===== src/hw/rtl/gbn_pkg.sv =====
`timescale 1ns / 1ps
`default_nettype none

package gbn_pkg;

   localparam int RecordBytes = 512;
   localparam int Window      = 8;

   localparam int SeqW     = 16;
   localparam int SizeW    = 24;
   localparam int CountW   = 10;
   localparam int OffRawW  = SeqW + $clog2(RecordBytes + 1);
   localparam int OffW     = (OffRawW > SizeW + 1) ? OffRawW : SizeW + 1;
   localparam int WinW     = $clog2(Window + 1);

   localparam logic [1:0] KIND_START   = 2'd0;
   localparam logic [1:0] KIND_ACK     = 2'd1;
   localparam logic [1:0] KIND_NAK     = 2'd2;
   localparam logic [1:0] KIND_TIMEOUT = 2'd3;

   localparam logic RESULT_SEND   = 1'b0;
   localparam logic RESULT_FINISH = 1'b1;

   typedef struct packed {
      logic start;
      logic ack;
      logic nak;
      logic prep;
      logic emit;
   } gbn_cmd_type;

   typedef struct packed {
      logic active;
      logic ack_gt;
      logic ack_hits_last;
      logic out_free;
      logic item_last;
   } gbn_status_type;

endpackage

`default_nettype wire


===== src/hw/rtl/go_back_n_sender_window.sv =====
// Go-Back-N sender window. Write the transfer size to csr_wr_data (csr_wr_en) while idle,
// then send events on req: tuser is the event (0 start, 1 ack, 2 nak, 3 timeout), tdata the
// ack sequence. A start, a nak or timeout while active, or an ack (while active) above the
// acked sequence that reaches the last sent one yields a run of packet descriptors (sequence
// from the acked one plus 1, byte offset, byte count; the last record is short, and a size
// that is a whole number of records ends with an empty one) or a single finished item (tuser
// 1, data zero); tlast marks the end of the run. Other events give no item. An event is
// taken only when the block is idle; an event that sends then loads the window base and
// gives up to Window results from the window walk, one per cycle while rsp is ready.
`timescale 1ns / 1ps
`default_nettype none

module go_back_n_sender_window
   import gbn_pkg::*;
(
   input  wire logic              clock,
   input  wire logic              reset,
   input  wire logic              csr_wr_en,
   input  wire logic [SizeW-1:0]  csr_wr_data,   // file_size
   input  wire logic              req_tvalid,
   output logic                   req_tready,
   input  wire logic [15:0]       req_tdata,     // [15:0] ack_seq
   input  wire logic [1:0]        req_tuser,     // [1:0] kind
   output logic                   rsp_tvalid,
   input  wire logic              rsp_tready,
   output logic [55:0]            rsp_tdata,     // [15:0] seq_number, [39:16] byte_offset,
                                                 // [49:40] byte_count, [55:50] zero
   output logic                   rsp_tuser,     // [0] result_kind
   output logic                   rsp_tlast      // last_of_run
);

   gbn_cmd_type       cmd;
   gbn_status_type    status;
   logic [SeqW-1:0]   rsp_seq;
   logic [SizeW-1:0]  rsp_offset;
   logic [CountW-1:0] rsp_count;

   gbn_ctrl u_ctrl (
      .clock      (clock),
      .reset      (reset),
      .req_tvalid (req_tvalid),
      .req_kind   (req_tuser),
      .status     (status),
      .req_tready (req_tready),
      .cmd        (cmd)
   );

   gbn_datapath u_datapath (
      .clock       (clock),
      .reset       (reset),
      .csr_wr_en   (csr_wr_en),
      .csr_wr_data (csr_wr_data),
      .req_ack_seq (req_tdata),
      .cmd         (cmd),
      .rsp_tready  (rsp_tready),
      .status      (status),
      .rsp_tvalid  (rsp_tvalid),
      .rsp_kind    (rsp_tuser),
      .rsp_seq     (rsp_seq),
      .rsp_offset  (rsp_offset),
      .rsp_count   (rsp_count),
      .rsp_last    (rsp_tlast)
   );

   assign rsp_tdata = {6'd0, rsp_count, rsp_offset, rsp_seq};

endmodule

`default_nettype wire


===== src/hw/rtl/gbn_ctrl.sv =====
`timescale 1ns / 1ps
`default_nettype none

module gbn_ctrl
   import gbn_pkg::*;
(
   input  wire logic           clock,
   input  wire logic           reset,
   input  wire logic           req_tvalid,
   input  wire logic [1:0]     req_kind,
   input  wire gbn_status_type status,
   output logic                req_tready,
   output gbn_cmd_type         cmd
);

   localparam logic [1:0] S_IDLE = 2'd0;
   localparam logic [1:0] S_PREP = 2'd1;
   localparam logic [1:0] S_EMIT = 2'd2;

   logic [1:0] state_ff;
   logic [1:0] state_in;

   assign req_tready = (state_ff == S_IDLE);

   always_comb begin
      cmd      = '0;
      state_in = state_ff;
      unique case (state_ff)
         S_IDLE: begin
            if (req_tvalid) begin
               unique case (req_kind)
                  KIND_START: begin
                     cmd.start = 1'b1;
                     state_in  = S_PREP;
                  end
                  KIND_ACK: begin
                     if (status.active && status.ack_gt) begin
                        cmd.ack = 1'b1;
                        if (status.ack_hits_last) begin
                           state_in = S_PREP;
                        end
                     end
                  end
                  KIND_NAK: begin
                     if (status.active) begin
                        cmd.nak  = 1'b1;
                        state_in = S_PREP;
                     end
                  end
                  KIND_TIMEOUT: begin
                     if (status.active) begin
                        state_in = S_PREP;
                     end
                  end
                  default: state_in = S_IDLE;
               endcase
            end
         end
         S_PREP: begin
            cmd.prep = 1'b1;
            state_in = S_EMIT;
         end
         S_EMIT: begin
            if (status.out_free) begin
               cmd.emit = 1'b1;
               if (status.item_last) begin
                  state_in = S_IDLE;
               end
            end
         end
         default: state_in = S_IDLE;
      endcase
   end

   always_ff @(posedge clock) begin
      if (reset) begin
         state_ff <= S_IDLE;
      end else begin
         state_ff <= state_in;
      end
   end

endmodule

`default_nettype wire


===== src/hw/rtl/gbn_datapath.sv =====
`timescale 1ns / 1ps
`default_nettype none

module gbn_datapath
   import gbn_pkg::*;
(
   input  wire logic               clock,
   input  wire logic               reset,
   input  wire logic               csr_wr_en,
   input  wire logic [SizeW-1:0]   csr_wr_data,
   input  wire logic [SeqW-1:0]    req_ack_seq,
   input  wire gbn_cmd_type        cmd,
   input  wire logic               rsp_tready,
   output gbn_status_type          status,
   output logic                    rsp_tvalid,
   output logic                    rsp_kind,
   output logic [SeqW-1:0]         rsp_seq,
   output logic [SizeW-1:0]        rsp_offset,
   output logic [CountW-1:0]       rsp_count,
   output logic                    rsp_last
);

   localparam logic [OffW-1:0] RecStep = OffW'(RecordBytes);
   localparam logic [WinW-1:0] LastN   = WinW'(Window - 1);

   logic [SizeW-1:0]  fs_ff;
   logic [SeqW-1:0]   acked_ff;
   logic [SeqW-1:0]   last_sent_ff;
   logic              active_ff;
   logic [SeqW-1:0]   seq_ff;
   logic [OffW-1:0]   off_ff;
   logic [WinW-1:0]   n_ff;
   logic              first_ff;

   logic              out_valid_ff;
   logic              out_kind_ff;
   logic [SeqW-1:0]   out_seq_ff;
   logic [SizeW-1:0]  out_off_ff;
   logic [CountW-1:0] out_cnt_ff;
   logic              out_last_ff;

   logic [OffW-1:0]   fs_ext;
   logic [OffW-1:0]   next_off;
   logic [OffW-1:0]   remain;
   logic [OffW-1:0]   cnt_full;
   logic              finish_now;
   logic              last_desc;
   logic              out_free;

   assign fs_ext     = OffW'(fs_ff);
   assign next_off   = off_ff + RecStep;
   assign remain     = fs_ext - off_ff;
   assign cnt_full   = (remain > RecStep) ? RecStep : remain;
   assign finish_now = first_ff && ((off_ff > fs_ext) || (acked_ff == '1));
   assign last_desc  = (n_ff == LastN) || (next_off > fs_ext) || (seq_ff == '1);
   assign out_free   = !out_valid_ff || rsp_tready;

   assign status.active        = active_ff;
   assign status.ack_gt        = req_ack_seq > acked_ff;
   assign status.ack_hits_last = req_ack_seq == last_sent_ff;
   assign status.out_free      = out_free;
   assign status.item_last     = finish_now || last_desc;

   assign rsp_tvalid = out_valid_ff;
   assign rsp_kind   = out_kind_ff;
   assign rsp_seq    = out_seq_ff;
   assign rsp_offset = out_off_ff;
   assign rsp_count  = out_cnt_ff;
   assign rsp_last   = out_last_ff;

   // control state
   always_ff @(posedge clock) begin
      if (reset) begin
         fs_ff        <= '0;
         acked_ff     <= '0;
         last_sent_ff <= '0;
         active_ff    <= 1'b0;
         out_valid_ff <= 1'b0;
      end else begin
         if (csr_wr_en) begin
            fs_ff <= csr_wr_data;
         end
         if (cmd.start) begin
            acked_ff  <= '0;
            active_ff <= 1'b1;
         end else if (cmd.ack) begin
            acked_ff <= req_ack_seq;
         end else if (cmd.nak) begin
            acked_ff <= (req_ack_seq == '0) ? '0 : req_ack_seq - 1'b1;
         end
         if (cmd.emit) begin
            out_valid_ff <= 1'b1;
            if (finish_now) begin
               active_ff <= 1'b0;
            end else if (last_desc) begin
               last_sent_ff <= seq_ff;
            end
         end else if (rsp_tready) begin
            out_valid_ff <= 1'b0;
         end
      end
   end

   // window walk and output payload
   always_ff @(posedge clock) begin
      if (cmd.prep) begin
         seq_ff   <= acked_ff + 1'b1;
         off_ff   <= OffW'(acked_ff) * RecStep;
         n_ff     <= '0;
         first_ff <= 1'b1;
      end else if (cmd.emit) begin
         seq_ff   <= seq_ff + 1'b1;
         off_ff   <= next_off;
         n_ff     <= n_ff + 1'b1;
         first_ff <= 1'b0;
      end
      if (cmd.emit) begin
         if (finish_now) begin
            out_kind_ff <= RESULT_FINISH;
            out_seq_ff  <= '0;
            out_off_ff  <= '0;
            out_cnt_ff  <= '0;
            out_last_ff <= 1'b1;
         end else begin
            out_kind_ff <= RESULT_SEND;
            out_seq_ff  <= seq_ff;
            out_off_ff  <= off_ff[SizeW-1:0];
            out_cnt_ff  <= cnt_full[CountW-1:0];
            out_last_ff <= last_desc;
         end
      end
   end

endmodule

`default_nettype wire


===== config.mk =====
export PLATFORM = sky130hd
export DESIGN_NAME = go_back_n_sender_window
export DESIGN_NICKNAME = d
export VERILOG_FILES = /design/src/hw/rtl/gbn_pkg.sv /design/src/hw/rtl/go_back_n_sender_window.sv /design/src/hw/rtl/gbn_ctrl.sv /design/src/hw/rtl/gbn_datapath.sv
export SDC_FILE = /design/constraint.sdc
export NUM_CORES = 1
export LEC_CHECK = 0
export BUFFER_PORTS_ARGS = -buffer_cell sky130_fd_sc_hd__buf_2
export CORE_MARGIN = 2
export CORE_UTILIZATION = 40
export DETAILED_ROUTE_END_ITERATION = 8
export PLACE_DENSITY_LB_ADDON = 0.3
export SLEW_MARGIN = 20
export SYNTH_ARGS = -nofsm -noshare
export SYNTH_HDL_FRONTEND = slang
export SYNTH_HIERARCHICAL = 1
export SYNTH_SLANG_ARGS = --single-unit

===== constraint.sdc =====
create_clock -name clock -period 2.93 [get_ports clock]
set_clock_uncertainty 0.1 [all_clocks]
set_input_delay 0.1465 -clock clock [delete_from_list [all_inputs] [get_ports clock]]
set_output_delay 0.1465 -clock clock [all_outputs]
set_load 0.005 [all_outputs]

==> results of run 1 <==
==> state kept, by name, indices dropped and copies added, names as in the netlist <==
name	cells
u_datapath/rsp_tvalid	1
u_datapath/active_ff	1
u_datapath/first_ff	1
u_datapath/off_ff	17
u_datapath/rsp_count	10
u_datapath/rsp_seq	16
u_datapath/rsp_last	1
u_datapath/fs_ff	24
u_datapath/last_sent_ff	16
u_datapath/rsp_offset	15
u_datapath/rsp_kind	1
u_datapath/seq_ff	16
u_datapath/n_ff	4
u_datapath/acked_ff	16
u_ctrl/state_ff	2
==> cells in the final DEF, fill, tap and decap left out, types with 18 or more instances in the layout <==
| cell type | Yosys | routed |
|---|---|---|
| inv_1 | 60 | 55 |
| nand2_1 | 36 | 30 |
| dlygate4sd3_1 | 0 | 30 |
| a21oi_1 | 44 | 34 |
| clkbuf_16 | 0 | 18 |
| mux2i_1 | 56 | 56 |
| ha_1 | 50 | 42 |
| o21ai_0 | 27 | 21 |
| nand3_1 | 31 | 28 |
| buf_2 | 2 | 91 |
| xnor2_1 | 42 | 38 |
| nor2_1 | 107 | 101 |
| xor2_1 | 23 | 22 |
| dfxtp_1 | 66 | 61 |
| nand4_1 | 28 | 28 |
| nand2b_1 | 41 | 40 |
| buf_4 | 19 | 160 |
| edfxtp_1 | 75 | 75 |
==> routing by layer <==
layer  GRT usage (%)  vias to the layer above  part of all wire [%]
li1                -                     3823                     -
met1            28.6                     3694                    45
met2            36.7                      214                    48
met3            3.94                       47                   5.0
met4            8.14                        0                   2.7
met5               0                        -                     0
==> layout make-up <==
type / instances / area, µm² / share of cell area [%]
Clock buffer: 18 / 429 / 3.56
Clock inverter: 14 / 110 / 0.913
Inverter: 61 / 229 / 1.90
Multi-Input combinational cell: 680 / 5230 / 43.4
Sequential cell: 141 / 3580 / 29.7
Tap cell: 280 / 350 / 2.90
Timing Repair Buffer: 294 / 2130 / 17.7
==> worst min-delay path by stage <==
| stage | end | depth (start not counted) | start | slack (ps) |
|---|---|---|---|---|
| 2_1_floorplan | u_ctrl/state_ff[1] | 1 | reset | 120 |
| 3_3_place_gp | u_datapath/fs_ff[3] | 3 | csr_wr_data[3] | 280 |
| 3_5_place_dp | u_datapath/fs_ff[23] | 3 | csr_wr_data[23] | 290 |
| 4_1_cts | u_datapath/fs_ff[3] | 2 | reset | 20 |
| 5_1_grt | u_ctrl/state_ff[1] | 2 | reset | 40 |
| 6_report | u_ctrl/state_ff[1] | 2 | reset | 10 |
==> logic make-up after synthesis <==
group           Yosys count  share of synthesized area [%]
compound gates          152                           11.8
xor+xnor                 65                           6.50
fa+ha+maj                51                           7.37
buf+inv                 113                           5.85
flops                   141                           40.8
mux                      60                           6.91
other cells               2                         0.0857
simple gates            336                           20.7
==> worst max-delay path: stages (launching register included) <==
cell and delay (ps):
edfxtp_1 370, buf_6 120, ha_4 120, inv_2 30, fa_2 340, xor2_1 150
or4_4 500, a2111oi_4 200, nand4_1 190, or4b_1 490, and4bb_1 290, a21oi_2 60
==> through the flow <==
| step | hold WS (ps) | setup WS, ps | instance area [µm²] |
|---|---|---|---|
| after CTS | 16.0 | -381 | 11700 |
| after global routing | 39.7 | -419 | 12100 |
| after detailed placement | 288 | -644 | 10500 |
| after floorplan | 119 | -88.8 | 8860 |
| after global placement | 282 | -485 | 10500 |
| final | 12.7 | -270 | 12100 |
==> power by group through the flow <==
stage | registers (µW) | clock network [µW] | logic, µW
detailed placement | 2290 | 0 | 1000
CTS | 2250 | 2040 | 1080
global route | 2260 | 2110 | 1270
finish | 2250 | 2000 | 1160
floorplan | 2290 | 0 | 602
global placement | 2290 | 0 | 988
==> timing repair <==
action / 4_1_cts / 5_1_grt
endpoints found under the setup margin: 41 / 74
pin swaps: 39 / 18
hold buffers: 30 / 0
endpoints found under the hold margin: 28 / 0
gates resized for setup: 44 / 58
setup buffers: 11 / 9
cloned: 1 / 1
==> metrics, run 1 <==
fill cell count=1923; post-synth top area share=25.7%; WL per Instance=17.1 µm; # IOs=107; Final HPWL DP=between 15000 and 20000 µm; worst vdd ir=233 µV; overall routing resource usage=22.0%; Worst-Skew Late Latency=430 ps; number of synthesized flops with an enable pin=75; Synth Cell Area=8760 µm²; CP arrival=roughly 3300 ps; Vias/cell=5.23; crit path from=u_datapath/off_ff[9]; RSZ-0062 raised after global routing=true; Reg2Reg Launch Point=u_datapath/off_ff[9]; Num CTS Buffers=17; port bufs=91; Fmax=313 MHz; total chip power=5410 µW; first-pass GRT wire length=40600 µm; Final period util=109%; clock root buffer=clkbuf_16; setup TNS=-5510 ps; initial drt markers=between 400 and 500; Slew @ Worst Pin=748 ps; crit path capture=u_datapath/rsp_count[9]; Total Wirelength=approximately 25000 µm; CTS sink cnt=between 100 and 150; largest net degree at the start of global routing=45; Pre-antenna DRT Iters=5; worst r2r dst=u_datapath/rsp_count[9]; fin crit period=3200 ps; initial antenna violation count=0; Lkg Pwr=around 0.0049 µW; Cells after Synth=between 900 and 1000; clk buf depth=2; die width=152 µm; Synth area leader=edfxtp_1; # rows=54; Yosys reg bits=between 100 and 150; status=finished, violations left; Max FO, Critical Path=2; FF-to-FF setup slack=-270 ps; DIE HEIGHT=152 µm; Syn Area/Cell=around 9.5 µm²; Net Sw Power=1590 µW; top cells by area, synth=edfxtp_1, dfxtp_1, ha_1, mux2i_1, nor2_1; Max-Cap Viols=0; sequential share of power=41.6%; post-route antenna net violation count=0; Hold Fails Final Rpt=0; reg2reg path depth=11; die area=about 23000 µm²; Slew Limit Fails=0; Layout area overhead=37.6%; Synth Warn #=6; Worst Path Required=3000 ps; async set-or-reset flop fraction in the synthesized netlist=0%; Cell Int Power=3820 µW; Startpoint Class=flop; post-synthesis sequential area ratio=roughly 41%; CTS tree=yes; Initial Utilization=40.4%; n_diodes=0; Clock transition at path regs=60 ps; HP Class=input port to flop; Vias=7778; placed cell count=1405; CP Class=flop to flop; routability cong.=0.886; final setup vio count=28; top-count cell post-synth=nor2_1; Commonest cells post-synth=nor2_1, edfxtp_1, dfxtp_1, inv_1, mux2i_1; Cell Count, Final, Fillers Out=1488; Main synth FF type=edfxtp_1; Unique masters post-synth=78; combinational share of power=between 20% and 30%; Core Area=21700 µm²; final worst-path setup slack=-270 ps; Slew HR=around half; failing checks=negative setup slack; Switching Fraction=29.4%; H-tree depth=4; crit path capture type=flop; Final nets=1293; grt total ovfl=0; vias in the first global route=7858; DRC violations left=0; power density of the placed cells=448 nW/µm²; Final Util=~56%; Clk pwr share=37.0%; share of layout cells above drive strength 1=33.1%
No activity file was read; power rests on OpenSTA's default activity.
==> run 2: changes to the inputs <==
--- a/config.mk
+++ b/config.mk
@@ -6,7 +6,7 @@
 export NUM_CORES = 1
 export LEC_CHECK = 0
 export BUFFER_PORTS_ARGS = -buffer_cell sky130_fd_sc_hd__buf_2
-export CORE_MARGIN = 2
+export CORE_MARGIN = 1
 export CORE_UTILIZATION = 40
 export DETAILED_ROUTE_END_ITERATION = 8
 export PLACE_DENSITY_LB_ADDON = 0.3
==> metrics, run 2 (same netlist as run 1, synthesis figures left out) <==
status=finished, violations left; failing checks=negative setup slack; Vias=8015; die area=about 23000 µm²; top flop regs=u_datapath/fs_ff (24), u_datapath/off_ff (17); n_diodes=0; Final nets=1293; overall routing resource usage=~23%; final hold slack=43.1 ps; Worst-Skew Late Latency=430 ps; initial drt markers=551; DIE HEIGHT=between 150 and 200 µm; most frequent cells in the layout=buf_4, nor2_1, buf_2; crit path from=u_datapath/off_ff[9]; most common cell after layout, fill and taps aside=buf_4; worst r2r dst=u_datapath/rsp_count[9]; final worst-path setup slack=-460 ps; Hold Fails Final Rpt=0; post-route antenna net violation count=0; Final HPWL DP=18800 µm; port bufs=91; Startpoint Class=flop; reg2reg path depth=10; Largest Register=u_datapath/fs_ff; share of layout cells above drive strength 1=32.5%; FF-to-FF setup slack=-460 ps; # rows=between 50 and 60; Initial Utilization=41.3%; clock root buffer=clkbuf_16; Vias/cell=~5.4; Worst Path Required=3000 ps; Num CTS Buffers=17; Final period util=116%; H-tree depth=4; Max FO, Critical Path=2; Reg2Reg Launch Point=u_datapath/off_ff[9]; Slew Limit Fails=0; crit path capture type=flop; Largest register FFs=24; RSZ-0062 raised after global routing=true; DRC violations left=0; # IOs=about 110; Post-DP Area=between 10000 and 15000 µm²; die width=150 µm; Core Area=21200 µm²; final setup vio count=28; first-pass GRT wire length=39700 µm; largest net degree at the start of global routing=47; worst vdd ir=347 µV; CTS sink cnt=141; crit path capture=u_datapath/rsp_count[9]; Clock transition at path regs=about 60 ps; grt total ovfl=0; fill cell count=1815; Fmax=295 MHz; initial antenna violation count=0; WL per Instance=17.6 µm; Lkg Pwr=0.00494 µW; Max-Cap Viols=0; Pre-antenna DRT Iters=6; CP Class=flop to flop; CTS tree=yes; fin crit period=3390 ps; HP Class=input port to flop; Total Wirelength=26000 µm; CP arrival=3460 ps; Slew HR=51.2%; routability cong.=0.915; vias in the first global route=7654; Layout area overhead=38.9%; clk buf depth=2; power density of the placed cells=464 nW/µm²; Design Area, Final=~12000 µm²; Slew @ Worst Pin=about 730 ps
[run 2: worst min path at each step]
stage,start,end,depth (start not counted)
after floorplan,reset,u_ctrl/state_ff[1],1
after global placement,csr_wr_data[3],u_datapath/fs_ff[3],3
after detailed placement,csr_wr_data[1],u_datapath/fs_ff[1],3
after CTS,reset,u_datapath/fs_ff[8],2
after global routing,reset,u_datapath/fs_ff[1],2
final,reset,u_datapath/fs_ff[3],2
[run 2: final cells by class]
cell class              instances  area (µm²)  area share, %
clock inverters                11         119          0.977
clock buffers                  21         493           4.05
repair buffers                294        2160           17.7
inverters                      61         229           1.88
multi-input cells             680        5250           43.2
flip-flops and latches        141        3580           29.4
well taps                     275         344           2.83
[run 2: report_power, final]
group          total [µW]  internal (µW)  switching [µW]  leakage (µW)
logic                1150            524             630       0.00342
clock network        2240           1320             923      0.000299
registers            2250           2190            56.9       0.00122
[run 2: what timing repair did]
| action | 4_1_cts | 5_1_grt |
|---|---|---|
| hold buffers | 31 | 0 |
| setup endpoints to repair | 41 | 74 |
| pin swaps | 23 | 24 |
| cloned | 1 | 1 |
| endpoints found under the hold margin | 29 | 0 |
| buffers inserted | 9 | 14 |
| gates resized for setup | 40 | 48 |
[run 2: routing by layer]
metal | GRT usage (%) | vias to the layer above | part of all wire (%)
met5 | 0 | - | 0
met4 | 6.26 | 0 | 1.3
met3 | 3.63 | 35 | 5.6
met2 | 38.3 | 252 | 48
met1 | 30.9 | 3894 | 45
li1 | - | 3834 | -
[run 2: worst max-delay path, cell delays in order (launching register included)]
cell       delay [ps]
edfxtp_1          400
buf_6             140
ha_4              150
inv_2              50
fa_2              430
or4_4             500
a2111oi_4         250
nand4_1           270
or4b_1            530
and4bb_1          260
a21oi_1            60
[run 2: through the flow]
stage                     total power (µW)  instances  setup WS, ps  setup TNS [ps]  utilization, %
after floorplan                       2890        933         -88.8            -908               -
after global placement                3270       1395          -590          -15630            49.6
after detailed placement              3300       1395          -735          -19410            49.6
after CTS                             5600       1468          -458           -5640            55.4
after global routing                  5860       1483          -625          -13210            57.4
final                                 5640       1483          -460           -8760            57.4
==> run 3: changes to the inputs <==
--- a/config.mk
+++ b/config.mk
@@ -9,9 +9,10 @@
 export CORE_MARGIN = 1
 export CORE_UTILIZATION = 40
 export DETAILED_ROUTE_END_ITERATION = 8
+export GPL_ROUTABILITY_DRIVEN = 1
 export PLACE_DENSITY_LB_ADDON = 0.3
 export SLEW_MARGIN = 20
 export SYNTH_ARGS = -nofsm -noshare
 export SYNTH_HDL_FRONTEND = slang
-export SYNTH_HIERARCHICAL = 1
 export SYNTH_SLANG_ARGS = --single-unit
+export TNS_END_PERCENT = 10
==> metrics, run 3 <==
Commonest cells post-synth=nor2_1, edfxtp_1, dfxtp_1, a21oi_1, inv_1; Lkg Pwr=0.00469 µW; Worst Path Required=3090 ps; share of layout cells above drive strength 1=slightly below 30%; Initial Utilization=roughly 41%; Min-Delay Path Depth=3; port bufs=a little over 90; Yosys reg bits=141; Worst-Skew Late Latency=about 430 ps; top flop regs=u_datapath.fs_ff (24), u_datapath.off_ff (17); Slew @ Worst Pin=roughly 1000 ps; Largest register FFs=24; Total Wirelength=about 25000 µm; Cells after Synth=slightly below 900; Clk pwr share=42.9%; H-tree depth=4; Worst path slowest cell=or4_4; clock root buffer=clkbuf_16; die width=148 µm; Vias=between 7000 and 8000; HP Class=input port to flop; Syn Area/Cell=9.59 µm²; initial drt markers=between 400 and 500; Unique masters post-synth=78; # IOs=107; DIE HEIGHT=148 µm; Hold Fails Final Rpt=0; vias in the first global route=a little over 7000; final setup vio count=36; Post-DP Area=10200 µm²; fin crit period=3210 ps; Final Util=55.5%; Synth Warn #=0; Design Area, Final=11700 µm²; Clock transition at path regs=60 ps; n_diodes=0; Largest Register=u_datapath.fs_ff; power density of the placed cells=439 nW/µm²; largest net degree at the start of global routing=39; top cells by area, synth=edfxtp_1, dfxtp_1, ha_1, mux2i_1, xnor2_1; top-count cell post-synth=nor2_1; CTS tree=yes; # rows=53; FF/Latch Area=~3600 µm²; worst vdd ir=between 200 and 250 µV; post-synth top area share=26.3%; placed cell count=1357; Num CTS Buffers=17; status=finished, violations left; number of synthesized flops with an enable pin=75; sequential share of power=a little over two fifths; Fmax=311 MHz; Vias/cell=about 5.2; most common cell after layout, fill and taps aside=buf_4; Max FO, Critical Path=5; clk buf depth=2; Net Sw Power=1290 µW; overall routing resource usage=between 20% and 30%; combinational share of power=between 10% and 20%; Main synth FF type=edfxtp_1; CP Class=flop to flop; Layout area overhead=35.9%; reg2reg path depth=11; WL per Instance=17.2 µm; CTS sink cnt=141; Final HPWL DP=18000 µm; Synth area leader=edfxtp_1; Startpoint Class=flop; first-pass GRT wire length=38400 µm; crit path capture type=flop; failing checks=negative setup slack; Switching Fraction=25.2%; post-synthesis sequential area ratio=about two fifths; Max-Cap Viols=0; Slew HR=approximately 34%; Cell Int Power=3830 µW; grt total ovfl=0; CP arrival=3370 ps; post-route antenna net violation count=0; RSZ-0062 raised after global routing=true; Final nets=roughly 1200; ordered list of cells on the worst path=buf_6, ha_4, fa_2, nor2b_2, o211ai_1, a21o_1, a31oi_1, o2111ai_1, or4_4, buf_8, nor4b_2; Final period util=110%; final worst-path setup slack=-284 ps; Core Area=21000 µm²; DRC violations left=0; Slew Limit Fails=0; Largest stage delay, worst path=500 ps; initial antenna violation count=0; Cell Count, Final, Fillers Out=between 1000 and 1500; async set-or-reset flop fraction in the synthesized netlist=0%; Pre-antenna DRT Iters=5; die area=22000 µm²; fill cell count=1807; routability cong.=0.940; most frequent cells in the layout=buf_4, buf_2, nor2_1; Multi-input gate area=4990 µm²; Synth Cell Area=8580 µm²
run 3: final cells by class:
| cell class | instances | share of cell area, % |
|---|---|---|
| Clock inverter | 13 | 1.27 |
| Sequential cell | 141 | 30.6 |
| Timing Repair Buffer | 265 | 16.7 |
| Inverter | 58 | 1.91 |
| Multi-Input combinational cell | 662 | 42.8 |
| Clock buffer | 19 | 3.80 |
| Tap cell | 275 | 2.95 |
run 3: cell families after synthesis:
family | synth area share [%]
simple gates | 20.1
compound gates | 12.6
flops | 41.7
buf+inv | 5.53
xor+xnor | 6.43
mux | 6.10
fa+ha+maj | 7.53
other cells | 0.0437
run 3: final timing paths:
| kind | startpoint | slack [ps] | endpoint |
|---|---|---|---|
| max | u_datapath.off_ff[9] | -280 | u_datapath.rsp_count[6] |
| min | req_tdata[10] | 10 | u_datapath.acked_ff[10] |
| max reg2reg | u_datapath.off_ff[9] | -280 | u_datapath.rsp_count[6] |
| min reg2reg | u_datapath.n_ff[1] | 380 | u_datapath.n_ff[1] |
run 3: routing by layer:
metal	share of wire, %	vias to the layer above	track usage (%)
li1	-	3705	-
met1	47	3513	31.2
met2	46	244	36.1
met3	5.3	34	3.40
met4	1.8	0	7.58
met5	0	-	0
run 3: through the flow:
step	TNS (ps)	setup slack [ps]	power, µW	hold WS [ps]
after global routing	-12370	-435	5290	29.4
after global placement	-14730	-562	2820	281
after CTS	-6900	-267	5070	2.40
after detailed placement	-18650	-708	2830	287
final	-7160	-284	5120	13.3
after floorplan	-3700	-241	2590	194
run 3: what timing repair did:
item | in CTS | in global routing
gates cloned | 1 | 1
hold buffers | 32 | 0
pin swaps | 18 | 24
hold endpoints to repair | 32 | 0
setup endpoints to repair | 52 | 60
setup buffers | 5 | 5
gates resized for setup | 40 | 44
run 3: power groups by stage:
stage          logic [µW]  registers (µW)  clock network, µW
2_1_floorplan         398            2190                  0
3_3_place_gp          625            2200                  0
3_5_place_dp          632            2200                  0
4_1_cts               697            2160               2210
5_1_grt               830            2170               2300
6_report              761            2160               2200
run 3: worst max-delay path, delay by kind of cell (launching register included):
family | cells | cell delay, ps
buf+inv | 2 | 350
compound gates | 4 | 670
simple gates | 3 | 870
fa+ha+maj | 2 | 580
flops | 1 | 460
